==> src/rtl/core/aluf_pkg.sv <==
// types and constants shared by the alu flags and relative jumps unit
// no dependencies
`timescale 1ns / 1ps

package aluf_pkg;

  localparam int unsigned WordW = 16;
  localparam int unsigned OffW  = 10;

  typedef enum logic [3:0] {
    KIND_MOV = 4'd0,
    KIND_ADD = 4'd1,
    KIND_SUB = 4'd2,
    KIND_CMP = 4'd3,
    KIND_BIC = 4'd4,
    KIND_BIS = 4'd5,
    KIND_XOR = 4'd6,
    KIND_AND = 4'd7,
    KIND_JNE = 4'd8,
    KIND_JEQ = 4'd9,
    KIND_JNC = 4'd10,
    KIND_JC  = 4'd11,
    KIND_JN  = 4'd12,
    KIND_JGE = 4'd13,
    KIND_JL  = 4'd14,
    KIND_JMP = 4'd15
  } kind_e;

  // packed so that bit0 is carry, bit3 is overflow
  typedef struct packed {
    logic v;
    logic n;
    logic z;
    logic c;
  } flags_t;

  typedef struct packed {
    logic [WordW-1:0] result;
    logic             write_back;
    flags_t           flags;
  } alu_res_t;

  typedef struct packed {
    logic             taken;
    logic [WordW-1:0] next_pc;
  } branch_res_t;

endpackage

==> src/rtl/core/alu_flags_and_relative_jumps_unit.sv <==
// top level: input register, alu and branch logic, flags register, result register
// depends on aluf_pkg, aluf_alu, aluf_branch
`timescale 1ns / 1ps

// Executes one 16-bit instruction per word: mov, add, sub, cmp, bic, bis, xor, and,
// and eight relative jumps, all but jmp tested on the stored carry, zero, negative and
// overflow flags. An accepted word sits in an input register, passes through one
// 16-bit adder and the flag and branch logic, and lands in the result register
// as it leaves the input register, when the status flags update too, so a word
// may be accepted every cycle while out_ready_i stays high and a following word
// sees the flags of the one before it. The result register keeps its word while
// out_ready_i is low and the input register still takes one more word. Reset
// clears the flags.

module alu_flags_and_relative_jumps_unit (
  input  logic                                clk_i,
  input  logic                                rst_ni,
  input  logic                                in_valid_i,
  output logic                                in_ready_o,
  input  logic [3:0]                          kind_i,
  input  logic [aluf_pkg::WordW-1:0]          src_value_i,
  input  logic [aluf_pkg::WordW-1:0]          dst_value_i,
  input  logic [aluf_pkg::WordW-1:0]          pc_value_i,
  input  logic signed [aluf_pkg::OffW-1:0]    jump_offset_i,
  output logic                                out_valid_o,
  input  logic                                out_ready_i,
  output logic [aluf_pkg::WordW-1:0]          result_value_o,
  output logic                                write_back_o,
  output logic [3:0]                          flags_out_o,
  output logic                                branch_taken_o,
  output logic [aluf_pkg::WordW-1:0]          next_pc_o
);

  localparam int unsigned W = aluf_pkg::WordW;
  localparam int unsigned O = aluf_pkg::OffW;

  logic                  in_vld_q;
  aluf_pkg::kind_e       kind_q;
  logic [W-1:0]          src_q;
  logic [W-1:0]          dst_q;
  logic [W-1:0]          pc_q;
  logic signed [O-1:0]   off_q;

  aluf_pkg::flags_t      flags_q, flags_d;
  aluf_pkg::alu_res_t    alu_res;
  aluf_pkg::branch_res_t br_res;

  logic                  out_vld_q;
  logic [W-1:0]          result_q;
  logic                  wb_q;
  logic [3:0]            flags_out_q;
  logic                  taken_q;
  logic [W-1:0]          npc_q;

  logic                  out_free;
  logic                  advance;
  logic                  accept;

  assign out_free   = ~out_vld_q | out_ready_i;
  assign advance    = in_vld_q & out_free;
  assign in_ready_o = ~in_vld_q | out_free;
  assign accept     = in_valid_i & in_ready_o;

  // input register
  always_ff @(posedge clk_i or negedge rst_ni) begin
    if (!rst_ni) begin
      in_vld_q <= 1'b0;
    end else if (accept) begin
      in_vld_q <= 1'b1;
    end else if (advance) begin
      in_vld_q <= 1'b0;
    end
  end

  always_ff @(posedge clk_i) begin
    if (accept) begin
      kind_q <= aluf_pkg::kind_e'(kind_i);
      src_q  <= src_value_i;
      dst_q  <= dst_value_i;
      pc_q   <= pc_value_i;
      off_q  <= jump_offset_i;
    end
  end

  aluf_alu u_alu (
    .kind_i  (kind_q),
    .src_i   (src_q),
    .dst_i   (dst_q),
    .flags_i (flags_q),
    .res_o   (alu_res)
  );

  aluf_branch u_branch (
    .kind_i   (kind_q),
    .pc_i     (pc_q),
    .offset_i (off_q),
    .flags_i  (flags_q),
    .res_o    (br_res)
  );

  assign flags_d = advance ? alu_res.flags : flags_q;

  always_ff @(posedge clk_i or negedge rst_ni) begin
    if (!rst_ni) begin
      flags_q <= '0;
    end else begin
      flags_q <= flags_d;
    end
  end

  // result register
  always_ff @(posedge clk_i or negedge rst_ni) begin
    if (!rst_ni) begin
      out_vld_q <= 1'b0;
    end else if (out_free) begin
      out_vld_q <= in_vld_q;
    end
  end

  always_ff @(posedge clk_i) begin
    if (advance) begin
      result_q    <= alu_res.result;
      wb_q        <= alu_res.write_back;
      flags_out_q <= alu_res.flags;
      taken_q     <= br_res.taken;
      npc_q       <= br_res.next_pc;
    end
  end

  assign out_valid_o    = out_vld_q;
  assign result_value_o = result_q;
  assign write_back_o   = wb_q;
  assign flags_out_o    = flags_out_q;
  assign branch_taken_o = taken_q;
  assign next_pc_o      = npc_q;

  // flags only move when a word passes to the result register
  a_flags_hold: assert property (@(posedge clk_i) disable iff (!rst_ni)
    !advance |=> $stable(flags_q))
    else $error("flags changed without a word passing");

  // a delivered word carries the flags that are now stored
  a_flags_match: assert property (@(posedge clk_i) disable iff (!rst_ni)
    advance |=> (flags_out_o == flags_q))
    else $error("reported flags differ from stored flags");

  // a word never both writes back and takes a jump
  a_wb_xor_taken: assert property (@(posedge clk_i) disable iff (!rst_ni)
    out_valid_o |-> !(write_back_o && branch_taken_o))
    else $error("write-back and taken jump on one word");

  // an accepted word always occupies the input register next cycle
  a_accept_fill: assert property (@(posedge clk_i) disable iff (!rst_ni)
    accept |=> in_vld_q)
    else $error("accepted word lost");

endmodule

==> src/rtl/core/aluf_alu.sv <==
// data path of the unit: two-operand operations and their status flags
// depends on aluf_pkg
`timescale 1ns / 1ps

module aluf_alu (
  input  aluf_pkg::kind_e                kind_i,
  input  logic [aluf_pkg::WordW-1:0]     src_i,
  input  logic [aluf_pkg::WordW-1:0]     dst_i,
  input  aluf_pkg::flags_t               flags_i,
  output aluf_pkg::alu_res_t             res_o
);

  localparam int unsigned W = aluf_pkg::WordW;

  logic          is_sub;
  logic [W-1:0]  opb;
  logic [W:0]    sum;
  logic [W-1:0]  r;
  logic [W-1:0]  logic_r;

  // one adder serves add, sub and cmp; subtract is dst + ~src + 1
  assign is_sub = (kind_i == aluf_pkg::KIND_SUB) || (kind_i == aluf_pkg::KIND_CMP);
  assign opb    = is_sub ? ~src_i : src_i;
  assign sum    = {1'b0, dst_i} + {1'b0, opb} + {{W{1'b0}}, is_sub};
  assign r      = sum[W-1:0];

  always_comb begin
    logic_r = '0;
    case (kind_i)
      aluf_pkg::KIND_MOV: logic_r = src_i;
      aluf_pkg::KIND_BIC: logic_r = dst_i & ~src_i;
      aluf_pkg::KIND_BIS: logic_r = dst_i | src_i;
      aluf_pkg::KIND_XOR: logic_r = dst_i ^ src_i;
      aluf_pkg::KIND_AND: logic_r = dst_i & src_i;
      default:            logic_r = '0;
    endcase
  end

  always_comb begin
    res_o.result     = '0;
    res_o.write_back = 1'b0;
    res_o.flags      = flags_i;
    case (kind_i)
      aluf_pkg::KIND_ADD: begin
        res_o.result     = r;
        res_o.write_back = 1'b1;
        res_o.flags.c    = sum[W];
        res_o.flags.z    = (r == '0);
        res_o.flags.n    = r[W-1];
        res_o.flags.v    = (dst_i[W-1] ^ r[W-1]) & (src_i[W-1] ^ r[W-1]);
      end
      aluf_pkg::KIND_SUB, aluf_pkg::KIND_CMP: begin
        res_o.result     = r;
        res_o.write_back = (kind_i == aluf_pkg::KIND_SUB);
        res_o.flags.c    = sum[W];
        res_o.flags.z    = (r == '0);
        res_o.flags.n    = r[W-1];
        res_o.flags.v    = (dst_i[W-1] ^ src_i[W-1]) & (dst_i[W-1] ^ r[W-1]);
      end
      aluf_pkg::KIND_MOV, aluf_pkg::KIND_BIC, aluf_pkg::KIND_BIS: begin
        res_o.result     = logic_r;
        res_o.write_back = 1'b1;
      end
      aluf_pkg::KIND_XOR, aluf_pkg::KIND_AND: begin
        res_o.result     = logic_r;
        res_o.write_back = 1'b1;
        res_o.flags.c    = (logic_r != '0);
        res_o.flags.z    = (logic_r == '0);
        res_o.flags.n    = logic_r[W-1];
        // xor sets overflow when both operands are negative, and clears it
        res_o.flags.v    = (kind_i == aluf_pkg::KIND_XOR) & dst_i[W-1] & src_i[W-1];
      end
      default: begin
        // jumps: no result word, flags kept
        res_o.result     = '0;
        res_o.write_back = 1'b0;
      end
    endcase
  end

endmodule

==> src/rtl/core/aluf_branch.sv <==
// jump condition test on the stored flags and relative target calculation
// depends on aluf_pkg
`timescale 1ns / 1ps

module aluf_branch (
  input  aluf_pkg::kind_e                  kind_i,
  input  logic [aluf_pkg::WordW-1:0]       pc_i,
  input  logic signed [aluf_pkg::OffW-1:0] offset_i,
  input  aluf_pkg::flags_t                 flags_i,
  output aluf_pkg::branch_res_t            res_o
);

  localparam int unsigned W = aluf_pkg::WordW;
  localparam int unsigned O = aluf_pkg::OffW;

  logic         cond;
  logic [W-1:0] disp;

  // twice the sign-extended word offset
  assign disp = {{(W-O-1){offset_i[O-1]}}, offset_i, 1'b0};

  always_comb begin
    cond = 1'b0;
    case (kind_i)
      aluf_pkg::KIND_JNE: cond = ~flags_i.z;
      aluf_pkg::KIND_JEQ: cond = flags_i.z;
      aluf_pkg::KIND_JNC: cond = ~flags_i.c;
      aluf_pkg::KIND_JC:  cond = flags_i.c;
      aluf_pkg::KIND_JN:  cond = flags_i.n;
      aluf_pkg::KIND_JGE: cond = ~(flags_i.n ^ flags_i.v);
      aluf_pkg::KIND_JL:  cond = flags_i.n ^ flags_i.v;
      aluf_pkg::KIND_JMP: cond = 1'b1;
      default:            cond = 1'b0;
    endcase
  end

  assign res_o.taken   = cond;
  assign res_o.next_pc = cond ? (pc_i + disp) : pc_i;

endmodule

==> config.mk <==
export PLATFORM = sky130hd
export DESIGN_NAME = alu_flags_and_relative_jumps_unit
export DESIGN_NICKNAME = d
export VERILOG_FILES = /design/src/rtl/core/aluf_pkg.sv /design/src/rtl/core/alu_flags_and_relative_jumps_unit.sv /design/src/rtl/core/aluf_alu.sv /design/src/rtl/core/aluf_branch.sv
export SDC_FILE = /design/constraint.sdc
export NUM_CORES = 1
export LEC_CHECK = 0
export ABC_AREA = 1
export BUFFER_PORTS_ARGS = -buffer_cell sky130_fd_sc_hd__buf_2
export CORE_UTILIZATION = 45
export DETAILED_ROUTE_END_ITERATION = 10
export GPL_ROUTABILITY_DRIVEN = 0
export PLACE_DENSITY = 0.72
export SETUP_SLACK_MARGIN = 0.2
export SLEW_MARGIN = 20
export SYNTH_ARGS = -nofsm -noshare
export SYNTH_HDL_FRONTEND = slang
export SYNTH_SLANG_ARGS = --single-unit
==> constraint.sdc <==
create_clock -name clk_i -period 9 [get_ports clk_i]
set_input_delay 1.35 -clock clk_i [delete_from_list [all_inputs] [get_ports clk_i]]
set_output_delay 1.35 -clock clk_i [all_outputs]
set_load 0.005 [all_outputs]
After elaboration in Yosys (flattened, before gate mapping). Cells that the tools add are included.

Muxes and demuxes: 8. Reductions and logical operators: 9. Eq/ne operators: 15. Bitwise operators: 22. Add/sub/neg operators: 3.

Operators with widths (number): one-hot mux 16 bit (5 select lines) (1); one-hot mux 17 bit (3 select lines) (1); AND 16 bit (2); equality test 4 bit, second input constant (8); logical NOT 16 bit (2); 2-to-1 mux 16 bit (2); adder 16 x 16 -> 17 bit (1); adder 17 x 1 -> 17 bit (1); adder 16 bit (1); equality test 4 x 3 -> 1 bit, second input constant (4); NOT 16 bit (1); OR 16 bit (1); nonzero test 16 bit (1); XOR 16 bit (1); one-hot mux 4 bit (3 select lines) (1); equality test 4 x 2 -> 1 bit, second input constant (2); one-hot mux 1 bit (8 select lines) (1); AND 1 bit (6); NOT 1 bit (5); OR reduction 5 bit (1); equality test 4 x 1 -> 1 bit, second input constant (1); logical NOT 4 bit (1); OR reduction 2 bit (2); XOR 1 bit (4); other kinds (4) (6).

Word-level logic and storage cells: 73. Register bits after elaboration: 106. Output and inout bits: 40.

Depth between registers and ports, before layout.
Depth after elaboration: 8. Gate-level depth with buffers: 20. Gate-level depth less buffers: 19.

Hierarchy. Synthesis repeated with hierarchy kept, for this count alone.

Cell total of the unflattened synthesis: 818. Area total of the unflattened synthesis: 6830.3 µm².

By module, submodules not included: alu_flags_and_relative_jumps_unit (area an instance 3240.6 µm², times used 1, cells an instance 127); aluf_alu (area an instance 2351.0 µm², times used 1, cells an instance 446); aluf_branch (area an instance 1238.7 µm², times used 1, cells an instance 245).

Worst setup path after synthesis. No wires, ideal clock.

Path kind: input port to flip-flop. Start: input port out_ready_i. End: register dst_q[0] (enable). Path buffers: 0. Library setup time: 0.416 ns. Data required time: 8.584 ns. Arrival time: 2.786 ns. Slack: 5.798 ns. Stages on the path: 4. Cell sequence: inv_1 -> nand3_1 -> nand2_1 -> inv_1.

Cells in the longest elaborated chain, start to end: 3.

Ends and longest elaborated chain: start, declared (RTL line alu_flags_and_relative_jumps_unit.sv:26) `input logic out_ready_i,`; OR 1 bit (RTL line alu_flags_and_relative_jumps_unit.sv:59) `assign out_free = ~out_vld_q | out_ready_i;`; OR 1 bit (RTL line alu_flags_and_relative_jumps_unit.sv:61) `assign in_ready_o = ~in_vld_q | out_free;`; net in_ready_o (RTL line alu_flags_and_relative_jumps_unit.sv:19) `output logic in_ready_o,`; AND 1 bit (RTL line alu_flags_and_relative_jumps_unit.sv:62) `assign accept = in_valid_i & in_ready_o;`; net accept (RTL line alu_flags_and_relative_jumps_unit.sv:57) `logic accept;`; end signal, assigned (RTL line alu_flags_and_relative_jumps_unit.sv:79) `dst_q <= dst_value_i;`; end, declared (RTL line alu_flags_and_relative_jumps_unit.sv:40) `logic [W-1:0] dst_q;`.

The timed path passes the listed nets, and every way through them passes these cells. A chain may end at the register's enable or synchronous reset.

==> flow_summary.yaml <==
finish:
  finish.instance_area_mm2: 0.00767
  fillCellCount: 1337
  area_growth_syn_to_layout_pct: 15.0
  layout.nets: 946
  final_util_pct: 53.0
  mostFrequentLayoutCells: "nand2_1, buf_2, edfxtp_1"
  final_common_cell: "nand2_1"
  layout.cells.non_filler: 1018
  drive_gt1_share_pct: 20.5
  num_antenna_cells: 0
drt:
  drtIter0Drc: 262
  viasPerCell: 5.10
  drcViolationCount: 0
  vias: 5191
  drt_wl_total_mm: 14.5
  drt-pass1-iter-count: 5
  ant_nets: 0
  post_drt_wl_per_cell_um: 14.2
die:
  core-area_mm2: 0.0145
  fp-row-count: 44
  die_y_um: 124
  initial_core_util_pct: 46.1
  die_w_um: 124
  pin_count: 106
  die-area_mm2: 0.0153
synth:
  ys_types: 41
  ys_seq_area_share_pct: 47.3
  netlist_area_mm2: 0.00667
  synth_cells: 724
  ys.flop_type: "edfxtp_1"
  syn_nets: 840
  synth_seq_cells: 106
  async_flop_share_pct: 5.66
  avgSynthCellArea_um2: 9.21
  yosysWarnings: 0
  synth-edff-count: 100
power:
  irDropWorstVdd_uv: 143
  powerDensity_mw_per_mm2: 194
  leakage_nw: 3.70
  power_mw: 1.49
global_routing:
  grt_pass1_vias: 5014
  grt_antenna_before_repair: 0
  grt-ovfl-total: 0
  grt_pass1_wl_mm: 23.1
  grt_max_degree: 63
  track_usage_pct: 20.0
sta:
  finalClockSkew_ns: 0.0121
  slew_headroom_pct: 37.8
  setup_viol: 0
  hold_viol: 0
  max_freq_mhz: 282
  rsz0062_at_grt: "no"
  timing.final.crit_share_pct: 39.5
  tns_ns: 0
  final_max_slew_viol_count: 0
  worst_pin_slew_ns: 0.930
  period_minus_slack_ns: 3.55
clock_network:
  clkLatencyLatePin_ns: 0.36
  postCtsHoldBufs: 0
  cts.sinks: 106
  cts-resized-gates: 0
  cts_max_path_buffers: 2
  clkTransAtPathRegs_ns: 0.07
  cts_root_buf: "clkbuf_16"
  cts_tree: "done"
  postCtsSetupBuffers: 0
  numCtsBuffers: 9
  htree_levels: 3
flow_run:
  drv_cap: 0
critical_path:
  cpMaxStageDelayCell: "nand2_1"
  critical_path.max_fanout: 15
  cp-start-kind: "flop"
  crit_type: "flop to flop"
  reg2reg_from: "kind_q[3]"
  cp_common_cell: "nand2_1"
  crit_family: "simple AND/OR/NAND/NOR gates"
  critPathBufInv: 0
  critPathArrivalTime_ns: 3.85
  cpPeakStageDelay_ns: 0.53
  cp-end-kind: "flop"
  cp_cell_sequence: "nor2_4 > nand2_1 > xor2_1 > ha_1 > nand2_1 > nand2_1 > a21oi_1 > nand2_2 > nand2_1 > nand2_1 > nand2_1 > nand2_1 > nand2_1 > nand3_1 > nor2_1 > nand3_1 > nand2_2 > nand2_1 > nand2_1"
  crit_required_ns: 9.30
  cp-startpoint: "kind_q[3]"
worst_hold_path:
  min_path_type: "flop to flop"
  holdCritStartpoint: "pc_q[0]"
place:
  place_area_mm2: 0.00735
  dp_cells: 1003
  place_hpwl_mm: 10.7
  port_buffers: 105
outcome:
  outcome: "finished, final reports clean"
## layer usage
metal  GRT usage (%)  routed length, um  vias to the layer above
li1                -                  -                     2652
met1            22.3               6010                     2390
met2            36.8               7420                      136
met3            5.49                847                       13
met4            5.87                196                        0
met5               0                  0                        -
## Yosys cell counts (3+ instances only)
master      n  area share [%]
o21ai_0    13            0.98
nor3_1      4            0.30
nand3_2     4            0.60
nor2_2      7            0.66
edfxtp_1  100              45
dfrtp_1     6             2.3
nor4_1      4            0.38
o31ai_1     3            0.34
buf_2       3            0.23
a21oi_1    24             1.8
buf_6       4            0.68
xor2_1     32             4.2
o22ai_1     6            0.56
o22ai_2    10             1.9
a21o_1      6            0.68
nand2_4     3            0.51
nor2_4      3            0.51
nand2_1   162             9.1
nand3_1    62             4.7
inv_2       8            0.45
nand4_1     5            0.47
a31oi_1     5            0.47
o21ai_1    11            0.83
o211ai_1    3            0.34
nand2_2     9            0.84
nor2_1     49             2.8
xnor2_1     9             1.2
ha_1       48             9.0
inv_1      98             5.5
o21bai_1    6            0.68
## cells by family (layout without fill, tap and decap cells)
kind of cell / Yosys count / count (layout) / share of synthesized area [%]
AOI/OAI and AO/OA: 92 / 92 / 9.15
xor gates and xnor gates: 41 / 41 / 5.38
adders and majority gates: 50 / 50 / 9.60
buffers and inverters: 117 / 227 / 7.20
DFF: 106 / 106 / 47.3
and+or+nand+nor: 318 / 318 / 21.4
## metrics by stage
stage	setup WS [ns]	hold slack, ns
5_1_grt	5.10	0.473
3_3_place_gp	5.63	0.403
2_1_floorplan	5.80	0.400
4_1_cts	5.48	0.459
3_5_place_dp	5.56	0.441
6_report	5.45	0.459
## flip-flops by register name, indices dropped and copies added (netlist names), 4 cells and up
name            cells
next_pc_o          16
kind_q              4
off_q              10
pc_q               16
dst_q              16
flags_out_o         4
flags_q             4
src_q              16
result_value_o     16
## path summary, 6_finish.rpt
path	cells past startpoint	slack, ns	endpoint
min in group asynchronous	1	0.80	flags_q[0]
worst min-delay path	0	0.46	next_pc_o[0]
max in group asynchronous	1	8.05	flags_q[2]
worst max register to register	19	5.45	flags_q[1]
worst min register to register	0	0.46	next_pc_o[0]
worst max-delay path	19	5.45	flags_q[1]
## power breakdown
| part | switching [mW] | total, mW | leakage [nW] | internal (mW) |
|---|---|---|---|---|
| clock | 0.181 | 0.427 | 0.154 | 0.246 |
| sequential | 0.0352 | 0.660 | 1.05 | 0.625 |
| combinational | 0.248 | 0.398 | 2.50 | 0.150 |
| total | 0.465 | 1.49 | 3.70 | 1.02 |
## layout make-up
cell class	count	area [um2]	area share, %
Sequential cell	106	3150	41.1
Multi-Input combinational cell	501	3040	39.6
Timing Repair Buffer	106	533	6.95
Inverter	106	398	5.19
Tap cell	184	230	3.00
Clock buffer	9	225	2.94
Clock inverter	6	96.3	1.26
Note: power is estimated with default switching activity, not from simulation.
